**src/rtl/core/tbk_pkg.sv**
```systemverilog
// shared types and codes for the timer bank
`default_nettype none
package tbk_pkg;

   typedef enum logic [2:0] {
      OP_TICK    = 3'd0,
      OP_START   = 3'd1,
      OP_DELAY   = 3'd2,
      OP_PAUSE   = 3'd3,
      OP_RESUME  = 3'd4,
      OP_RESTART = 3'd5,
      OP_CANCEL  = 3'd6,
      OP_READ    = 3'd7
   } opcode_type;

   typedef enum logic [1:0] {
      ST_OK          = 2'd0,
      ST_BAD_ID      = 2'd1,
      ST_ZERO_PERIOD = 2'd2,
      ST_BAD_STATE   = 2'd3
   } status_type;

   typedef enum logic [1:0] {
      CH_PASSIVE = 2'd0,
      CH_ACTIVE  = 2'd1,
      CH_PAUSED  = 2'd2
   } chan_state_type;

   typedef enum logic [1:0] {
      FSM_IDLE  = 2'd0,
      FSM_EXEC  = 2'd1,
      FSM_FLUSH = 2'd2
   } fsm_type;

   localparam logic KIND_RESPONSE = 1'b0;
   localparam logic KIND_EVENT    = 1'b1;

   typedef struct packed {
      logic [2:0]  opcode;
      logic [7:0]  timer_id;
      logic        periodic;
      logic [31:0] time_value;
      logic        notify;
   } req_type;

   typedef struct packed {
      logic        kind;
      logic [1:0]  status;
      logic [7:0]  channel;
      logic [1:0]  chan_state;
      logic        chan_periodic;
      logic [31:0] reload_value;
      logic [31:0] remaining_ticks;
      logic        last;
   } rsp_type;

   // control from sequencer to output queue
   typedef struct packed {
      logic push;
      logic flush;
   } q_ctrl_type;

   // status from output queue to sequencer
   typedef struct packed {
      logic push_ready;
      logic flush_done;
   } q_stat_type;

endpackage
`default_nettype wire

```
**src/rtl/core/tbk_store.sv**
```systemverilog
// channel state memory with per-entry valid bits and registered read
`default_nettype none
module tbk_store
   import tbk_pkg::*;
#(
   parameter int  TIMERS    = 16,
   parameter int  TIME_BITS = 32,
   localparam int IDX_W     = (TIMERS > 1) ? $clog2(TIMERS) : 1,
   localparam int ENTRY_W   = 4 + 2 * TIME_BITS
) (
   input  wire logic                         clock,
   input  wire logic                         reset,
   input  wire logic                         rd_en,
   input  wire logic [IDX_W-1:0]             rd_addr,
   output logic      [ENTRY_W-1:0]           rd_entry,
   input  wire logic                         wr_en,
   input  wire logic [IDX_W-1:0]             wr_addr,
   input  wire logic [ENTRY_W-1:0]           wr_entry
);
   logic [ENTRY_W-1:0] entry_mem_ff [TIMERS];
   logic [ENTRY_W-1:0] rd_data_ff;
   logic               rd_valid_ff;
   logic [TIMERS-1:0]  valid_ff;
   logic [TIMERS-1:0]  valid_in;

   always_ff @(posedge clock) begin
      if (wr_en) begin
         entry_mem_ff[wr_addr] <= wr_entry;
      end
      if (rd_en) begin
         rd_data_ff  <= entry_mem_ff[rd_addr];
         rd_valid_ff <= valid_ff[rd_addr];
      end
   end

   always_comb begin
      valid_in = valid_ff;
      if (wr_en) begin
         valid_in[wr_addr] = 1'b1;
      end
   end

   always_ff @(posedge clock) begin
      if (reset) begin
         valid_ff <= '0;
      end else begin
         valid_ff <= valid_in;
      end
   end

   // an entry never written reads as the reset value
   assign rd_entry = rd_valid_ff ? rd_data_ff : '0;

endmodule
`default_nettype wire

```
**src/rtl/core/tbk_alu.sv**
```systemverilog
// read-modify-write update of one channel for a tick or command
`default_nettype none
module tbk_alu
   import tbk_pkg::*;
#(
   parameter int  TIME_BITS = 32,
   localparam int ENTRY_W   = 4 + 2 * TIME_BITS
) (
   input  wire logic [2:0]               opcode,
   input  wire logic                     bad_id,
   input  wire logic [7:0]               channel,
   input  wire logic                     periodic,
   input  wire logic [31:0]              time_value,
   input  wire logic                     notify,
   input  wire logic [ENTRY_W-1:0]       entry_in,
   output logic      [ENTRY_W-1:0]       entry_out,
   output logic                          wr_en,
   output logic                          emit,
   output rsp_type                       result
);
   logic [1:0]           st;
   logic                 per_s;
   logic                 ntf_s;
   logic [TIME_BITS-1:0] rel;
   logic [TIME_BITS-1:0] rem;
   logic [TIME_BITS-1:0] tv;
   logic [TIME_BITS-1:0] rem_dec;
   logic [TIME_BITS:0]   sum;
   logic [1:0]           n_st;
   logic                 n_per;
   logic                 n_ntf;
   logic [TIME_BITS-1:0] n_rel;
   logic [TIME_BITS-1:0] n_rem;
   logic [1:0]           status;

   always_comb begin
      {st, per_s, ntf_s, rel, rem} = entry_in;
      tv      = TIME_BITS'(time_value);
      rem_dec = (rem == '0) ? '0 : rem - TIME_BITS'(1);
      sum     = {1'b0, rem} + {1'b0, tv};
      n_st    = st;
      n_per   = per_s;
      n_ntf   = ntf_s;
      n_rel   = rel;
      n_rem   = rem;
      wr_en   = 1'b0;
      emit    = 1'b1;
      status  = ST_OK;
      if (bad_id) begin
         status = ST_BAD_ID;
         n_st   = '0;
         n_per  = 1'b0;
         n_ntf  = 1'b0;
         n_rel  = '0;
         n_rem  = '0;
      end else begin
         case (opcode)
            OP_TICK: begin
               emit = 1'b0;
               if (st == CH_ACTIVE) begin
                  wr_en = 1'b1;
                  n_rem = rem_dec;
                  if (rem_dec == '0) begin
                     // expiry: periodic reloads, one-shot stops
                     if (per_s) begin
                        n_rem = rel;
                     end else begin
                        n_st = CH_PASSIVE;
                     end
                     emit = ntf_s;
                  end
               end
            end
            OP_START: begin
               if (periodic && (tv == '0)) begin
                  status = ST_ZERO_PERIOD;
               end else begin
                  wr_en = 1'b1;
                  n_rel = tv;
                  n_rem = tv;
                  n_per = periodic;
                  n_st  = CH_ACTIVE;
                  n_ntf = notify;
               end
            end
            OP_DELAY: begin
               if (st != CH_PASSIVE) begin
                  wr_en = 1'b1;
                  // saturate at the time maximum
                  n_rem = sum[TIME_BITS] ? '1 : sum[TIME_BITS-1:0];
               end else begin
                  status = ST_BAD_STATE;
               end
            end
            OP_PAUSE: begin
               if (st == CH_ACTIVE) begin
                  wr_en = 1'b1;
                  n_st  = CH_PAUSED;
               end else begin
                  status = ST_BAD_STATE;
               end
            end
            OP_RESUME: begin
               if (st == CH_PAUSED) begin
                  wr_en = 1'b1;
                  n_st  = CH_ACTIVE;
               end else begin
                  status = ST_BAD_STATE;
               end
            end
            OP_RESTART: begin
               if (st != CH_PASSIVE) begin
                  wr_en = 1'b1;
                  n_rem = rel;
                  n_st  = CH_ACTIVE;
               end else begin
                  status = ST_BAD_STATE;
               end
            end
            OP_CANCEL: begin
               wr_en = 1'b1;
               n_st  = CH_PASSIVE;
               n_rem = '0;
               n_ntf = 1'b0;
            end
            default: begin
            end
         endcase
      end
   end

   assign entry_out = {n_st, n_per, n_ntf, n_rel, n_rem};

   always_comb begin
      result.kind            = (opcode == OP_TICK) ? KIND_EVENT : KIND_RESPONSE;
      result.status          = status;
      result.channel         = channel;
      result.chan_state      = n_st;
      result.chan_periodic   = n_per;
      result.reload_value    = 32'(n_rel);
      result.remaining_ticks = 32'(n_rem);
      result.last            = 1'b0;
   end

endmodule
`default_nettype wire

```
**src/rtl/core/tbk_outq.sv**
```systemverilog
// one pending slot plus output register, sets last on flush
`default_nettype none
module tbk_outq
   import tbk_pkg::*;
(
   input  wire logic       clock,
   input  wire logic       reset,
   input  wire q_ctrl_type q_ctrl,
   input  wire rsp_type    push_data,
   output q_stat_type      q_stat,
   output logic            rsp_valid,
   input  wire logic       rsp_stall,
   output rsp_type         rsp_data
);
   logic    pend_valid_ff;
   logic    pend_valid_in;
   rsp_type pend_ff;
   logic    out_valid_ff;
   logic    out_valid_in;
   rsp_type out_ff;
   rsp_type out_in;
   logic    out_free;
   logic    load_out;

   always_comb begin
      out_free          = !out_valid_ff || !rsp_stall;
      q_stat.push_ready = !pend_valid_ff || out_free;
      q_stat.flush_done = !pend_valid_ff || out_free;
      load_out          = pend_valid_ff && out_free && (q_ctrl.push || q_ctrl.flush);
      out_in            = pend_ff;
      out_in.last       = q_ctrl.flush;
      pend_valid_in     = pend_valid_ff;
      if (q_ctrl.push && q_stat.push_ready) begin
         pend_valid_in = 1'b1;
      end else if (q_ctrl.flush && out_free) begin
         pend_valid_in = 1'b0;
      end
      if (load_out) begin
         out_valid_in = 1'b1;
      end else begin
         out_valid_in = out_valid_ff && rsp_stall;
      end
   end

   always_ff @(posedge clock) begin
      if (reset) begin
         pend_valid_ff <= 1'b0;
         out_valid_ff  <= 1'b0;
      end else begin
         pend_valid_ff <= pend_valid_in;
         out_valid_ff  <= out_valid_in;
      end
   end

   always_ff @(posedge clock) begin
      if (q_ctrl.push && q_stat.push_ready) begin
         pend_ff <= push_data;
      end
      if (load_out) begin
         out_ff <= out_in;
      end
   end

   assign rsp_valid = out_valid_ff;
   assign rsp_data  = out_ff;

endmodule
`default_nettype wire

```
**src/rtl/core/multi_channel_timer_bank_unit.sv**
```systemverilog
// timer bank top level: sequencer over the channel memory
// a command response passes from the update unit through the pending slot to the output register
// a new command is accepted only once the sequencer is idle again; a tick sweeps every channel,
//   set by the single read port of the channel memory visiting one channel per cycle when not held
// output back-pressure stretches a tick while an event waits for the output
// reset: synchronous; clears the sequencer, the output queue and all memory valid bits,
//   so every channel reads passive with zero counts at once, with no clearing pass
`default_nettype none
module multi_channel_timer_bank_unit
   import tbk_pkg::*;
#(
   parameter int TIMERS    = 16,
   parameter int TIME_BITS = 32
) (
   input  wire logic    clock,
   input  wire logic    reset,
   input  wire logic    req_valid,
   output logic         req_stall,
   input  wire req_type req_data,
   output logic         rsp_valid,
   input  wire logic    rsp_stall,
   output rsp_type      rsp_data
);
   localparam int IDX_W   = (TIMERS > 1) ? $clog2(TIMERS) : 1;
   localparam int ENTRY_W = 4 + 2 * TIME_BITS;

   // sequencer state
   fsm_type          state_ff;
   fsm_type          state_in;
   req_type          req_ff;
   req_type          req_in;
   logic [IDX_W-1:0] idx_ff;
   logic [IDX_W-1:0] idx_in;

   // memory port
   logic               st_rd_en;
   logic [IDX_W-1:0]   st_rd_addr;
   logic [ENTRY_W-1:0] st_rd_entry;
   logic               st_wr_en;
   logic [ENTRY_W-1:0] st_wr_entry;

   // update unit
   logic    alu_wr_en;
   logic    alu_emit;
   rsp_type alu_result;
   logic    bad_id;
   logic    is_tick;
   logic    last_chan;
   logic    proceed;
   logic    accept;
   logic [7:0] chan_id;

   q_ctrl_type q_ctrl;
   q_stat_type q_stat;

   assign is_tick   = (req_ff.opcode == OP_TICK);
   assign bad_id    = !is_tick && ({1'b0, req_ff.timer_id} >= 9'(TIMERS));
   assign last_chan = (idx_ff == IDX_W'(TIMERS - 1));
   assign chan_id   = is_tick ? 8'(idx_ff) : req_ff.timer_id;
   // an item without output always proceeds; one with output waits for queue room
   assign proceed   = !alu_emit || q_stat.push_ready;
   assign accept    = req_valid && !req_stall;

   tbk_store #(
      .TIMERS    (TIMERS),
      .TIME_BITS (TIME_BITS)
   ) u_store (
      .clock    (clock),
      .reset    (reset),
      .rd_en    (st_rd_en),
      .rd_addr  (st_rd_addr),
      .rd_entry (st_rd_entry),
      .wr_en    (st_wr_en),
      .wr_addr  (idx_ff),
      .wr_entry (st_wr_entry)
   );

   tbk_alu #(
      .TIME_BITS (TIME_BITS)
   ) u_alu (
      .opcode     (req_ff.opcode),
      .bad_id     (bad_id),
      .channel    (chan_id),
      .periodic   (req_ff.periodic),
      .time_value (req_ff.time_value),
      .notify     (req_ff.notify),
      .entry_in   (st_rd_entry),
      .entry_out  (st_wr_entry),
      .wr_en      (alu_wr_en),
      .emit       (alu_emit),
      .result     (alu_result)
   );

   tbk_outq u_outq (
      .clock     (clock),
      .reset     (reset),
      .q_ctrl    (q_ctrl),
      .push_data (alu_result),
      .q_stat    (q_stat),
      .rsp_valid (rsp_valid),
      .rsp_stall (rsp_stall),
      .rsp_data  (rsp_data)
   );

   // next state
   always_comb begin
      state_in = state_ff;
      case (state_ff)
         FSM_IDLE: begin
            if (req_valid) begin
               state_in = FSM_EXEC;
            end
         end
         FSM_EXEC: begin
            // commands touch one channel, a tick sweeps to the last one
            if (proceed && (!is_tick || last_chan)) begin
               state_in = FSM_FLUSH;
            end
         end
         FSM_FLUSH: begin
            if (q_stat.flush_done) begin
               state_in = FSM_IDLE;
            end
         end
         default: begin
            state_in = FSM_IDLE;
         end
      endcase
   end

   // sequencer outputs
   always_comb begin
      req_stall    = 1'b1;
      req_in       = req_ff;
      idx_in       = idx_ff;
      st_rd_en     = 1'b0;
      st_rd_addr   = idx_ff;
      st_wr_en     = 1'b0;
      q_ctrl.push  = 1'b0;
      q_ctrl.flush = 1'b0;
      case (state_ff)
         FSM_IDLE: begin
            req_stall = 1'b0;
            // the first read goes out with the accepting edge
            st_rd_addr = (req_data.opcode == OP_TICK) ? '0 : req_data.timer_id[IDX_W-1:0];
            st_rd_en   = req_valid;
            if (accept) begin
               req_in = req_data;
               idx_in = st_rd_addr;
            end
         end
         FSM_EXEC: begin
            st_wr_en    = alu_wr_en && proceed;
            q_ctrl.push = alu_emit && proceed;
            // during a tick, fetch the next channel while this one is written back
            if (proceed && is_tick && !last_chan) begin
               st_rd_en   = 1'b1;
               st_rd_addr = idx_ff + IDX_W'(1);
               idx_in     = st_rd_addr;
            end
         end
         FSM_FLUSH: begin
            // the held transaction leaves with last set
            q_ctrl.flush = 1'b1;
         end
         default: begin
         end
      endcase
   end

   always_ff @(posedge clock) begin
      if (reset) begin
         state_ff <= FSM_IDLE;
      end else begin
         state_ff <= state_in;
      end
   end

   always_ff @(posedge clock) begin
      req_ff <= req_in;
      idx_ff <= idx_in;
   end

`ifndef SYNTH
   // memory is written back only from the execute step
   assert property (@(posedge clock) disable iff (reset)
      st_wr_en |-> (state_ff == FSM_EXEC))
      else $error("channel write outside execute");

   // the sweep index never passes the last channel
   assert property (@(posedge clock) disable iff (reset)
      (state_ff == FSM_EXEC) |-> (idx_ff <= IDX_W'(TIMERS - 1)))
      else $error("channel index out of range");

   // command responses are always single and last
   assert property (@(posedge clock) disable iff (reset)
      (rsp_valid && (rsp_data.kind == KIND_RESPONSE)) |-> rsp_data.last)
      else $error("response without last");

   // expiry events always report success
   assert property (@(posedge clock) disable iff (reset)
      (rsp_valid && (rsp_data.kind == KIND_EVENT)) |-> (rsp_data.status == ST_OK))
      else $error("event with error status");
`endif

endmodule
`default_nettype wire

```
**config.mk**
```make
export PLATFORM = sky130hd
export DESIGN_NAME = multi_channel_timer_bank_unit
export DESIGN_NICKNAME = d
export VERILOG_FILES = /design/src/rtl/core/tbk_pkg.sv /design/src/rtl/core/tbk_store.sv /design/src/rtl/core/tbk_alu.sv /design/src/rtl/core/tbk_outq.sv /design/src/rtl/core/multi_channel_timer_bank_unit.sv
export SDC_FILE = /design/constraint.sdc
export NUM_CORES = 2
export LEC_CHECK = 0
export BUFFER_PORTS_ARGS = -buffer_cell sky130_fd_sc_hd__buf_2
export CORE_ASPECT_RATIO = 2
export CORE_MARGIN = 8
export CORE_UTILIZATION = 34
export CTS_BUF_LIST = sky130_fd_sc_hd__clkbuf_4
export DETAILED_ROUTE_END_ITERATION = 7
export PLACE_DENSITY = 0.46
export SYNTH_ARGS = -nofsm -noshare
export SYNTH_HDL_FRONTEND = slang
export SYNTH_SLANG_ARGS = --single-unit
```
**constraint.sdc**
```tcl
create_clock -name clock -period 13.87 [get_ports clock]
set_input_delay 2.0805 -clock clock [delete_from_list [all_inputs] [get_ports clock]]
set_output_delay 2.0805 -clock clock [all_outputs]
set_load 0.1 [all_outputs]
```
==> impl_metrics.yaml <==
place:
  place_congestion: 0.9516
  place_area_um2: 60640
  port-buffer-count: 129
  dp_hpwl_mm: 99.43
critical_path:
  critPathBufInv: 4
  critical_path_arrival_ns: 8.84
  cp-start-kind: "register"
  reg2reg_depth: 17
  timing.rr.end: "u_store.rd_data_ff[16]"
  cp_common_cell: "buf_4"
  regToRegSetupSlack_ns: 5.78
  rr_startpoint: "u_store.rd_valid_ff"
  endpoint_kind: "register"
  critical-path-top-delay-family: "compound AO/OA/AOI/OAI gates"
  cp-startpoint: "u_store.rd_valid_ff"
  path_max_fanout: 39
  cp_slowest_cell: "buf_4"
  critical_path.cell_chain: "buf_4 > nand2_1 > ha_1 > inv_1 > o31a_1 > nor4_1 > o211ai_1 > or4_4 > o41ai_4 > a21boi_2 > o21ai_0 > a221o_4 > buf_4 > buf_4 > mux4_2 > mux2i_1 > mux2i_1"
  critical_path_class: "register to register"
  max_stage_delay_ns: 0.78
  critPathRequiredTime_ns: 14.62
yosys:
  synth-seq-cells: 1383
  synth_nets: 3219
  synth_edf_count: 1363
  yosysTopAreaCellShare_pct: 71.58
  synthCells: 3140
  synth.top_cells.by_area: "edfxtp_1, mux4_2, mux2i_1"
  synth.cell_area_um2: 57180
  ys_types: 80
  synth.avg_cell_area_um2: 18.21
  synth-async-reset-ratio_pct: 0
  synth_warnings: 0
  synth.largest_area_cell: "edfxtp_1"
  ys_seq_area_share_pct: 72.28
  synth_flop_cell: "edfxtp_1"
hold_path:
  min_path_cells: 0
  worstHoldStart: "u_outq.out_in[1]"
  worst_hold_path.endpoint: "u_outq.rsp_data[1]"
  min_path_type: "register to register"
clock_network:
  cts_buffers: 331
  post-cts-setup-buffers: 0
  postCtsResizedCells: 0
  cts_buffer_depth: 4
  cts_tree: "yes"
  cts.sinks: 1383
  clockRootBuffer: "clkbuf_4"
  cts_max_level: 5
  clk_pin_slew_worst_paths_ns: 0.10
  cts_hold_buf: 0
  clock_latency_ns: 1.19
detailed_routing:
  routedWlPerCell_um: 28.99
  drt_iter0_drc: 2718
  drt-pass1-iter-count: 6
  vias_per_cell: 5.483
  drc: 0
  vias: 32420
  drt_wl_total_mm: 171.4
  postRouteAntennaNets: 0
sta:
  worst_slew_pin_slew_ns: 1.350
  holdWs_ns: 0.3945
  rsz0062_at_grt: "no"
  finalHoldViolations: 0
  slew_headroom_pct: 9.583
  fin_setup_tns_ns: 0
  finClkSkew_ns: 0.1168
  slew_violations: 0
  period_needed_ns: 8.085
  setup_viol: 0
  max_freq_mhz: 123.7
  min_period_over_period_pct: 58.29
final_layout:
  final_layout_size_suffix_gt1_share_pct: 29.08
  multiInputGateArea_um2: 15010
  fin_nets: 3595
  area_growth_pct: 13.44
  ff_latch_area_um2: 41330
  final_cell_area_um2: 64870
  fill_cells: 15410
grt:
  grt_max_degree: 60
  grt_overflow_total: 0
  grt_use_total_pct: 18.37
  antenna_found_initial: 5
  grt_pass1_vias: 33810
  grt_first_pass_wirelength_mm: 244.1
pwr:
  power_density_nw_per_um2: 147.2
  ir_drop_mv: 0.07296
  power.total_mw: 9.550
  leakagePower_nw: 21.55
floorplan:
  fp.dieW_um: 306.0
  die_h_um: 596.0
  core_um2: 167600
  die_area_um2: 182400
  boundaryPins: 130
  row_count: 213
  start_util_pct: 34.11
run:
  drv_cap: 0
status:
  status: "finished, final reports clean"
where the power goes:
group | internal, mW | switching (mW)
Clock | 1.74 | 1.64
Combinational | 0.510 | 0.794
Sequential | 4.71 | 0.162
Total | 6.96 | 2.59
worst register-to-register path, cell delays in order (launching register included):
cell	delay, ns
edfxtp_1	0.37
buf_4	0.25
nand2_1	0.29
ha_1	0.66
inv_1	0.36
o31a_1	0.37
nor4_1	0.30
o211ai_1	0.14
or4_4	0.56
o41ai_4	0.55
a21boi_2	0.35
o21ai_0	0.29
a221o_4	0.58
buf_4	0.73
buf_4	0.86
mux4_2	0.60
mux2i_1	0.19
mux2i_1	0.23
worst max path at each step:
stage	to	slack [ns]	cells past startpoint
global placement	u_store.rd_data_ff[16]	5.74	17
finish	u_store.rd_data_ff[16]	5.78	17
CTS	u_store.rd_data_ff[16]	5.63	17
floorplan	u_outq.out_in[10]	3.35	20
detailed placement	u_store.rd_data_ff[16]	5.74	17
global route	u_store.rd_data_ff[16]	5.21	17
synthesized netlist by cell type, types with 7 or more instances:
master    instances
a221oi_1         45
xnor2_1          24
inv_1            34
o21a_1           10
nand2_1         110
edfxtp_1       1363
a31oi_1          35
mux4_2          270
a21o_1            8
a22oi_1          35
o221ai_1          7
and3_1           12
xor2_1           15
o21ai_0         112
nand2b_1         13
maj3_1            9
nand3_1          38
nand4_1           8
dfxtp_1          20
a211oi_1         13
or2_2             7
and2_1           21
o211ai_1         15
nor3_1           32
clkbuf_1        110
nor4_1           24
nor2b_1           8
mux2i_1         224
a221o_1           7
o31ai_1          12
ha_1             29
buf_6            25
nor2_1          145
buf_2            51
a21oi_1         134
state kept, by name, indices dropped and copies added (netlist names), 2 cells and up:
| name | count |
|---|---|
| u_store.entry_mem_ff | 1088 |
| u_outq.rsp_data | 79 |
| u_outq.out_in | 78 |
| u_store.rd_data_ff | 68 |
| req_ff | 45 |
| u_store.valid_ff | 16 |
| idx_ff | 4 |
| state_ff | 2 |
through the flow:
step	worst slack [ns]	cells	util [%]
5_1_grt	5.209	5913	38.70
4_1_cts	5.626	5908	38.69
3_3_place_gp	5.735	5333	36.17
3_5_place_dp	5.742	5333	36.17
2_1_floorplan	3.349	3140	-
6_report	5.785	5913	38.70
final cells by class:
type,instances,share of cell area [%]
diodes,5,0.01929
clock buffers,480,5.555
clock inverters,95,0.9489
inverters,34,0.1967
multi-input cells,1525,23.13
flip-flops and latches,1383,63.71
well taps,2150,4.147
repair buffers,241,2.291
metal layers:
metal	GRT usage [%]	up-vias	part of all wire [%]
met5	0	-	0.0099
met4	6.139	2	3.0
met3	3.434	320	5.8
met2	31.46	1276	50
met1	23.39	17010	41
li1	-	13810	-
placed cells by master (no fill, tap or decap), types with 14 or more instances in the layout:
cell / instances
edfxtp_1: 1363
clkbuf_4: 480
mux4_2: 270
mux2i_1: 224
a21oi_1: 133
buf_2: 129
nor2_1: 128
buf_4: 112
nand2_1: 110
o21ai_0: 105
clkinv_1: 68
nand3_1: 38
a22oi_1: 35
inv_1: 34
a221oi_1: 33
a31oi_1: 31
ha_1: 29
nor3_1: 26
xnor2_1: 24
nor4_1: 23
dfxtp_1: 20
and2_1: 19
o211ai_1: 15
xor2_1: 15
nor2_4: 14
cells by family after synthesis:
| family | synth area share, % |
|---|---|
| flip-flops | 72.28 |
| multiplexers | 14.76 |
| AO/OA/AOI/OAI | 5.650 |
| AND/OR/NAND/NOR | 3.840 |
| buffers and inverters | 2.048 |
| XOR/XNOR | 0.5973 |
| adder cells (fa/ha/maj) | 0.8271 |
(Power assumes the default switching activity.)
